===== config.mk =====
export PLATFORM = sky130hd
export DESIGN_NAME = pulse_period_moving_average_core
export DESIGN_NICKNAME = d
export VERILOG_FILES = /design/src/design/ppma_pkg.sv /design/src/design/pulse_period_moving_average_core.sv
export SDC_FILE = /design/constraint.sdc
export NUM_CORES = 1
export LEC_CHECK = 0
export BUFFER_PORTS_ARGS = -buffer_cell sky130_fd_sc_hd__buf_2
export CAP_MARGIN = 20
export CORE_AREA = 5 5 294 210
export DETAILED_ROUTE_END_ITERATION = 8
export DIE_AREA = 0 0 299 215
export PLACE_DENSITY_LB_ADDON = 0.3
export SYNTH_ARGS = -nofsm -noshare
export SYNTH_HDL_FRONTEND = slang
export SYNTH_SLANG_ARGS = --single-unit

===== constraint.sdc =====
create_clock -name i_clk -period 8.05 [get_ports i_clk]
set_clock_uncertainty 0.2 [all_clocks]
set_input_delay 1.2075 -clock i_clk [delete_from_list [all_inputs] [get_ports i_clk]]
set_output_delay 1.2075 -clock i_clk [all_outputs]
set_load 0.1 [all_outputs]

===== src/design/ppma_pkg.sv =====
`timescale 1ns / 1ps

package ppma_pkg;

    // Field and register widths.
    localparam int unsigned TIME_W   = 32;
    localparam int unsigned PDATA_W  = 32;
    localparam int unsigned PADDR_W  = 3;

    // Register map: word index taken from paddr[2].
    localparam logic REG_STALL_TIMEOUT = 1'b0;

    // Reset value of the stall timeout, in microseconds.
    localparam logic [TIME_W-1:0] STALL_TIMEOUT_RESET = 32'd1000000;

endpackage


===== src/design/pulse_period_moving_average_core.sv =====
`timescale 1ns / 1ps

// Tachometer period averager. A beat with i_func low is a pulse edge: the time since
// the previous pulse goes into a window of the last DEPTH periods held in a one-port
// RAM, and a running sum is updated. A beat with i_func high is a speed query and
// yields one result beat: the truncated mean of the stored periods, or 0 when the
// window is empty or more than the stall timeout has passed since the last pulse.
// Items are taken one at a time. A pulse does a RAM read, then the
// read-modify-write of sum and window. A query whose answer is 0 goes straight to
// ST_DONE; otherwise it first passes through the restoring divider, which
// retires one quotient bit per cycle; a result waiting in the output register
// holds the next query back only in ST_DONE, its last state.
module pulse_period_moving_average_core #(
    parameter int unsigned DEPTH = 8
) (
    input  logic                           i_clk,
    input  logic                           i_rst_n,
    // Item channel.
    input  logic                           i_in_valid,
    output logic                           o_in_stall,
    input  logic                           i_func,
    input  logic [ppma_pkg::TIME_W-1:0]    i_now_us,
    // Result channel.
    output logic                           o_out_valid,
    input  logic                           i_out_stall,
    output logic [ppma_pkg::TIME_W-1:0]    o_avg_period_us,
    // Register port.
    input  logic                           psel,
    input  logic                           penable,
    input  logic                           pwrite,
    input  logic [ppma_pkg::PADDR_W-1:0]   paddr,
    input  logic [ppma_pkg::PDATA_W-1:0]   pwdata,
    output logic [ppma_pkg::PDATA_W-1:0]   prdata,
    output logic                           pready
);
    import ppma_pkg::*;

    localparam int unsigned SLOT_W  = (DEPTH > 1) ? $clog2(DEPTH) : 1;
    localparam int unsigned CNT_W   = $clog2(DEPTH + 1);
    localparam int unsigned SUM_W   = TIME_W + $clog2(DEPTH);
    localparam int unsigned STEP_W  = $clog2(SUM_W + 1);

    localparam logic [1:0] ST_IDLE  = 2'd0;
    localparam logic [1:0] ST_PULSE = 2'd1;
    localparam logic [1:0] ST_DIV   = 2'd2;
    localparam logic [1:0] ST_DONE  = 2'd3;

    logic [1:0]          r_state, n_state;
    logic [SLOT_W-1:0]   r_slot, n_slot;
    logic [CNT_W-1:0]    r_count, n_count;
    logic [SUM_W-1:0]    r_sum, n_sum;
    logic [TIME_W-1:0]   r_last, n_last;
    logic [TIME_W-1:0]   r_now, n_now;
    logic [TIME_W-1:0]   r_timeout;
    logic [SUM_W-1:0]    r_quo, n_quo;
    logic [CNT_W-1:0]    r_rem, n_rem;
    logic [STEP_W-1:0]   r_step, n_step;
    logic                r_out_valid, n_out_valid;
    logic [TIME_W-1:0]   r_out_data, n_out_data;

    // Window RAM with one write and one registered read.
    logic [TIME_W-1:0]   r_window [DEPTH];
    logic [TIME_W-1:0]   r_rd_data;
    logic                mem_we;
    logic [TIME_W-1:0]   mem_wdata;

    logic                in_accept;
    logic                out_free;
    logic                win_full;
    logic [TIME_W-1:0]   since;
    logic [CNT_W:0]      rem_shift;
    logic                cfg_write;

    assign in_accept = i_in_valid && !o_in_stall;
    assign out_free  = !r_out_valid || !i_out_stall;
    assign win_full  = (r_count == CNT_W'(DEPTH));
    assign since     = i_now_us - r_last;
    assign rem_shift = {r_rem, r_quo[SUM_W-1]};
    assign mem_wdata = r_now - r_last;
    assign mem_we    = (r_state == ST_PULSE);

    always_ff @(posedge i_clk) begin
        if (mem_we) begin
            r_window[r_slot] <= mem_wdata;
        end
        r_rd_data <= r_window[r_slot];
    end

    // Sequencer, window bookkeeping and the serial divider.
    always_comb begin
        n_state     = r_state;
        n_slot      = r_slot;
        n_count     = r_count;
        n_sum       = r_sum;
        n_last      = r_last;
        n_now       = r_now;
        n_quo       = r_quo;
        n_rem       = r_rem;
        n_step      = r_step;
        n_out_valid = r_out_valid;
        n_out_data  = r_out_data;

        if (r_out_valid && !i_out_stall) begin
            n_out_valid = 1'b0;
        end

        unique case (r_state)
            ST_IDLE: begin
                if (in_accept) begin
                    n_now = i_now_us;
                    if (!i_func) begin
                        n_state = ST_PULSE;
                    end else if (since <= r_timeout && r_count != '0) begin
                        n_quo   = r_sum;
                        n_rem   = '0;
                        n_step  = STEP_W'(SUM_W);
                        n_state = ST_DIV;
                    end else begin
                        n_quo   = '0;
                        n_state = ST_DONE;
                    end
                end
            end
            ST_PULSE: begin
                // The oldest period leaves once the window is full.
                if (win_full) begin
                    n_sum = r_sum - SUM_W'(r_rd_data) + SUM_W'(mem_wdata);
                end else begin
                    n_sum   = r_sum + SUM_W'(mem_wdata);
                    n_count = r_count + CNT_W'(1);
                end
                n_slot  = (r_slot == SLOT_W'(DEPTH - 1)) ? '0 : r_slot + SLOT_W'(1);
                n_last  = r_now;
                n_state = ST_IDLE;
            end
            ST_DIV: begin
                // One restoring step: the remainder always stays below the count.
                if (rem_shift >= {1'b0, r_count}) begin
                    n_rem = CNT_W'(rem_shift - {1'b0, r_count});
                    n_quo = {r_quo[SUM_W-2:0], 1'b1};
                end else begin
                    n_rem = rem_shift[CNT_W-1:0];
                    n_quo = {r_quo[SUM_W-2:0], 1'b0};
                end
                n_step = r_step - STEP_W'(1);
                if (r_step == STEP_W'(1)) begin
                    n_state = ST_DONE;
                end
            end
            ST_DONE: begin
                if (out_free) begin
                    n_out_valid = 1'b1;
                    n_out_data  = r_quo[TIME_W-1:0];
                    n_state     = ST_IDLE;
                end
            end
            default: begin
                n_state = ST_IDLE;
            end
        endcase
    end

    always_ff @(posedge i_clk) begin
        if (!i_rst_n) begin
            r_state     <= ST_IDLE;
            r_slot      <= '0;
            r_count     <= '0;
            r_sum       <= '0;
            r_last      <= '0;
            r_out_valid <= 1'b0;
        end else begin
            r_state     <= n_state;
            r_slot      <= n_slot;
            r_count     <= n_count;
            r_sum       <= n_sum;
            r_last      <= n_last;
            r_out_valid <= n_out_valid;
        end
    end

    always_ff @(posedge i_clk) begin
        r_now      <= n_now;
        r_quo      <= n_quo;
        r_rem      <= n_rem;
        r_step     <= n_step;
        r_out_data <= n_out_data;
    end

    // Register port: one word, written on the access phase.
    assign cfg_write = psel && penable && pwrite;

    always_ff @(posedge i_clk) begin
        if (!i_rst_n) begin
            r_timeout <= STALL_TIMEOUT_RESET;
        end else if (cfg_write && paddr[2] == REG_STALL_TIMEOUT) begin
            r_timeout <= pwdata;
        end
    end

    assign prdata = (paddr[2] == REG_STALL_TIMEOUT) ? r_timeout : '0;
    assign pready = 1'b1;

    assign o_in_stall      = (r_state != ST_IDLE);
    assign o_out_valid     = r_out_valid;
    assign o_avg_period_us = r_out_data;

endmodule


Word level (Yosys, flattened, before mapping):

Memories as Yosys holds them, arrays and structs flattened. A register that Yosys moved wholly into a read port is not among the register bits.
Cells that the tools add are included.
Widths: inputs -> output; s select.

* register bits after elaboration: 218
* bits in writable memories: 256
* bits of input ports: 75
* output and inout port bits: 67
* logic and storage cells: 85
* memories kept: 1

* add/subtract/negate cells: 9
* order comparisons: 2
* eq/ne operators: 11
* mux-type cells: 28
* bitwise operators: 2
* reductions and logical operators: 20

Memories
* r_window: depth 8, width 32, rd ports 1, clocked after memory_dff 1, write ports 1, RTL line pulse_period_moving_average_core.sv:62 `logic [TIME_W-1:0] r_window [DEPTH];`

Operators with widths (number)
* $mux 35: 4
* $add 35x32->35: 2
* $pmux 35 s2: 1
* $sub 32x32->32: 2
* $sub 35x32->35: 1
* $le 32x32->1: 1
* $mux 32: 1
* $mux 6: 3
* $mux 4: 4
* $pmux 6 s2: 1
* $ne 2x2->1 const B: 5
* $mux 2: 4
* $pmux 2 s4: 1
* $pmux 4 s2: 1
* $mux 1: 7
* $eq 6x1->1 const B: 1
* $logic_and 1x1->1: 6
* $reduce_and 2->1: 3
* $reduce_and 3->1: 2
* $sub 6x1->6 const B: 1
* $ge 5x4->1: 1
* $add 4x1->4 const B: 1
* $eq 2x2->1 const B: 2
* $eq 4x4->1 const B: 1
* other kinds (12): 16

Longest topological paths before layout:

* word-level depth: 7
* gate-level depth with buffers: 27
* depth with buffers taken out: 27

Worst setup path after synthesis:

No wires, ideal clock.

* path kind: input to register
* start: in i_now_us[1] (netlist bit)
* end: reg r_rem[0], enable pin
* library setup time: 0.342 ns
* data arrival time: 5.381 ns
* setup slack: 2.127 ns
* stages on the path: 22
* path buffers: 0
* cell sequence: ha_1 nor2b_1 o31a_1 o31a_1 nor2_1 nor2_1 nor2_1 nor2b_1 o21ai_0 nand2b_1 xor2_1 ha_1 a21o_1 a21o_1 a21o_1 a21o_1 a21o_1 a21o_1 a221o_1 a211o_1 a32oi_4 o21a_1

* cells in the longest elaborated chain, start to end: 5

RTL lines
* start, declared: RTL line pulse_period_moving_average_core.sv:22 `input logic [ppma_pkg::TIME_W-1:0] i_now_us,`
* $sub 32x32->32: RTL line pulse_period_moving_average_core.sv:77 `assign since = i_now_us - r_last;`
* $le 32x32->1: RTL line pulse_period_moving_average_core.sv:113 `end else if (since <= r_timeout && r_count != '0) begin`
* $logic_and 1x1->1: RTL line pulse_period_moving_average_core.sv:113
* $ne 2x2->1 (no source line)
* $reduce_and 4->1 (no source line)
* end signal, assigned: RTL line pulse_period_moving_average_core.sv:184 `r_rem <= n_rem;`
* end, declared: RTL line pulse_period_moving_average_core.sv:56 `logic [CNT_W-1:0] r_rem, n_rem;`

Every way passes these cells.
A chain may end at the register's enable or synchronous reset.

Final worst setup path:

* start: reg r_now[0]
* end: reg r_sum[31]

* cells in the longest elaborated chain, start to end: 3
* elaborated cells between the ends (all ways): 4

RTL lines
* start, declared: RTL line pulse_period_moving_average_core.sv:53 `logic [TIME_W-1:0] r_now, n_now;`
* start signal, assigned: RTL line pulse_period_moving_average_core.sv:182 `r_now <= n_now;`
* $sub 32x32->32 *: RTL line pulse_period_moving_average_core.sv:79 `assign mem_wdata = r_now - r_last;`
* named net mem_wdata[12]: RTL line pulse_period_moving_average_core.sv:65 `logic [TIME_W-1:0] mem_wdata;`
* $add 35x32->35, on equally long branches: RTL line pulse_period_moving_average_core.sv:129, pulse_period_moving_average_core.sv:127
* $mux 35 *: RTL line pulse_period_moving_average_core.sv:126 `if (win_full) begin`
* end signal, assigned: RTL line pulse_period_moving_average_core.sv:175 `r_sum <= n_sum;`
* end, declared: RTL line pulse_period_moving_average_core.sv:51 `logic [SUM_W-1:0] r_sum, n_sum;`

The timed path passes the listed nets; every way through them passes the cells marked *.

==> impl_metrics.yaml <==
outcome:
  status: "completed"
final_layout:
  antennaDiodeCount: 0
  multi_input_comb_area_um2: 11300
  drive_gt1_share_pct: 10.9
  area_growth_pct: 12.6
  layout.nets: 2811
  fillers: 5300
  regArea_um2: 13800
clock_network:
  ctsHoldBuffers: 0
  cts-root-buf: "clkbuf_16"
  cts_resized: 0
  cts_buffer_depth: 3
  h-tree-depth: 2
  clkTransAtPathRegs_ns: 0.07
  cts_tree: "built"
  cts_sinks: 506
  cts_inserted_buffers: 48
  cts_setup_buffers: 0
  clock_latency_ns: 0.58
grt:
  grt_max_degree: 84
  grt_pass1_vias: 18500
  grt-ovfl-total: 0
  grt_pass1_wl_um: 106000
  antenna_found_initial: 0
  grt_util_all_layers_pct: 20.5
detailed_routing:
  wl_per_cell_um: 20.2
  drt_iter0_drc: 1366
  drtAntennaViolNets: 0
  drc: 0
  dr.pass1.iters: 5
  num_vias: 19100
  routed_wl_um: 67600
  via_per_inst: 5.72
timing:
  worst_pin_slew_ns: 1.16
  min_period_ns: 6.86
  rsz0062_at_grt: "no"
  fin_setup_tns_ns: 0
  relSlewSlack_pct: 22.4
  setup_viol: 0
  finalCritPeriodShare_pct: 85.2
  timing.fmax_mhz: 146
  whs_ns: 0.248
  finalMaxSlewViolations: 0
  finalHoldViolations: 0
placement:
  gp_congestion: 0.913
  dp_hpwl_um: 47200
  port_buffers: 138
critical_path:
  required_ns: 8.31
  crit_family: "compound AO/OA/AOI/OAI gates"
  path_max_fanout: 10
  critPathMaxStageDelay_ns: 0.56
  slowest_stage: "fa_1"
  cp.arrival_ns: 7.12
  cp-start-kind: "flip-flop"
  path_buf_inv: 2
  crit_type: "reg -> reg"
  end_kind: "flip-flop"
  crit_path_frequent_cell: "a21oi_1"
yosys:
  postSynthAreaPerCell_um2: 10.9
  async_flop_share_pct: 0
  synth_top_area_cell: "edfxtp_1"
  ys_types: 72
  yosysSeqAreaShare_pct: 52.8
  synth_ff_type: "edfxtp_1"
  synthesis.yosys.warnings: 0
  synth_edf_count: 365
  syn_nets: 2683
  ys_ff_latch: 506
  synthTopCellsByArea: "edfxtp_1 42%, dfxtp_1 11%, ha_1 8.3%"
  synthCells: 2400
  synth_top_area_share_pct: 42.0
  syn_area_um2: 26100
floorplanning:
  pin_count: 142
  rows: 75
  die_w_um: 299
  die_h_um: 215
  core_um2: 58900
  start_util_pct: 44.3
  dieArea_um2: 64300
power:
  p_per_area_nw_per_um2: 263
  irDropWorstVdd_v: 0.000174
  p_leak_nw: 11.4
min_path:
  hp-class: "reg -> reg"
job:
  maxCapViolCount: 0
[synth_stat cells (all sizes together), types with 7 or more instances]
master,number
edfxtp,365
nand2,266
a21oi,183
inv,178
ha,172
dfxtp,141
nor2,131
a22oi,128
o21ai,94
clkbuf,76
xnor2,74
a21o,71
nand3,60
nand4,57
xor2,41
a21boi,40
fa,36
nor3,27
a211oi,26
nor2b,21
nand2b,20
o21a,20
buf,18
o21bai,15
o211ai,14
and3,11
and2,10
o31a,10
a211o,7
[area by class of cell]
type	instances	share of cell area, %
Inverter	178	2.28
Clock inverter	26	1.09
Clock buffer	64	4.57
Tap cell	770	3.28
Multi-Input combinational cell	1622	38.5
Sequential cell	506	46.9
Timing Repair Buffer	172	3.34
[layout by cell type, fill, tap and decap left out, types with 15 or more instances in the layout]
cell | Yosys | final
xor2_1 | 41 | 41
ha_1 | 172 | 172
a21o_1 | 71 | 71
nand3_1 | 56 | 56
xnor2_1 | 74 | 74
dfxtp_1 | 141 | 141
o21bai_1 | 15 | 15
nand2b_1 | 20 | 19
clkbuf_16 | 0 | 49
buf_4 | 3 | 31
nor2b_1 | 21 | 19
a21oi_1 | 182 | 181
a21boi_0 | 40 | 40
nand4_1 | 57 | 57
buf_2 | 5 | 138
nand2_1 | 266 | 266
o21a_1 | 20 | 20
edfxtp_1 | 365 | 365
inv_1 | 178 | 178
nor2_1 | 131 | 127
nor3_1 | 27 | 24
o21ai_0 | 91 | 91
a22oi_1 | 128 | 128
a211oi_1 | 26 | 26
fa_1 | 36 | 36
[metal layers]
metal	global-route usage [%]	vias to the layer above	routed length (um)
met1	31.2	9340	32300
met2	31.1	590	29400
met4	3.93	0	1180
met5	0	-	0
li1	-	9051	-
met3	3.64	96	4700
[kinds of logic after synthesis]
family	synth area share (%)
AOI/OAI and AO/OA	17.1
xor gates and xnor gates	3.86
adders and majority gates	11.0
buffers and inverters	4.07
DFF	52.8
other	0.0144
and+or+nand+nor	11.1
[through the flow]
| step | instances | utilization [%] | worst slack (ns) | power, mW | instance area [um2] |
|---|---|---|---|---|---|
| 2_1_floorplan | 2400 | - | 2.13 | 4.78 | 26100 |
| 3_3_place_gp | 3245 | 46.9 | 1.07 | 5.30 | 27700 |
| 3_5_place_dp | 3246 | 47.0 | 0.949 | 5.34 | 27700 |
| 4_1_cts | 3336 | 49.8 | 1.31 | 7.74 | 29300 |
| 5_1_grt | 3338 | 49.8 | 0.661 | 8.13 | 29400 |
| 6_report | 3338 | 49.8 | 1.19 | 7.73 | 29400 |
[state kept, by name, indices dropped and copies added (netlist names), 32 cells and up]
signal / flops
r_quo: 35
r_window: 256
r_timeout: 32
o_avg_period_us: 32
r_last: 32
r_now: 32
r_rd_data: 32
r_sum: 35
[final timing paths]
check	from	endpoint	slack, ns	depth (start not counted)
min	r_quo[28]$_DFFE_PP_	o_avg_period_us[28]$_DFFE_PP_	0.25	0
min reg2reg	r_quo[28]$_DFFE_PP_	o_avg_period_us[28]$_DFFE_PP_	0.25	0
max	r_now[0]$_DFFE_PP_	r_sum[31]$_SDFFE_PN0P_	1.19	25
max reg2reg	r_now[0]$_DFFE_PP_	r_sum[31]$_SDFFE_PN0P_	1.19	25
[power by group]
group | internal, mW | switching [mW] | leakage (nW)
Clock | 1.38 | 1.01 | 0.820
Sequential | 2.99 | 0.0767 | 4.49
Combinational | 0.858 | 1.42 | 6.08
Total | 5.23 | 2.50 | 11.4
No activity file was read; power rests on OpenSTA's default activity.
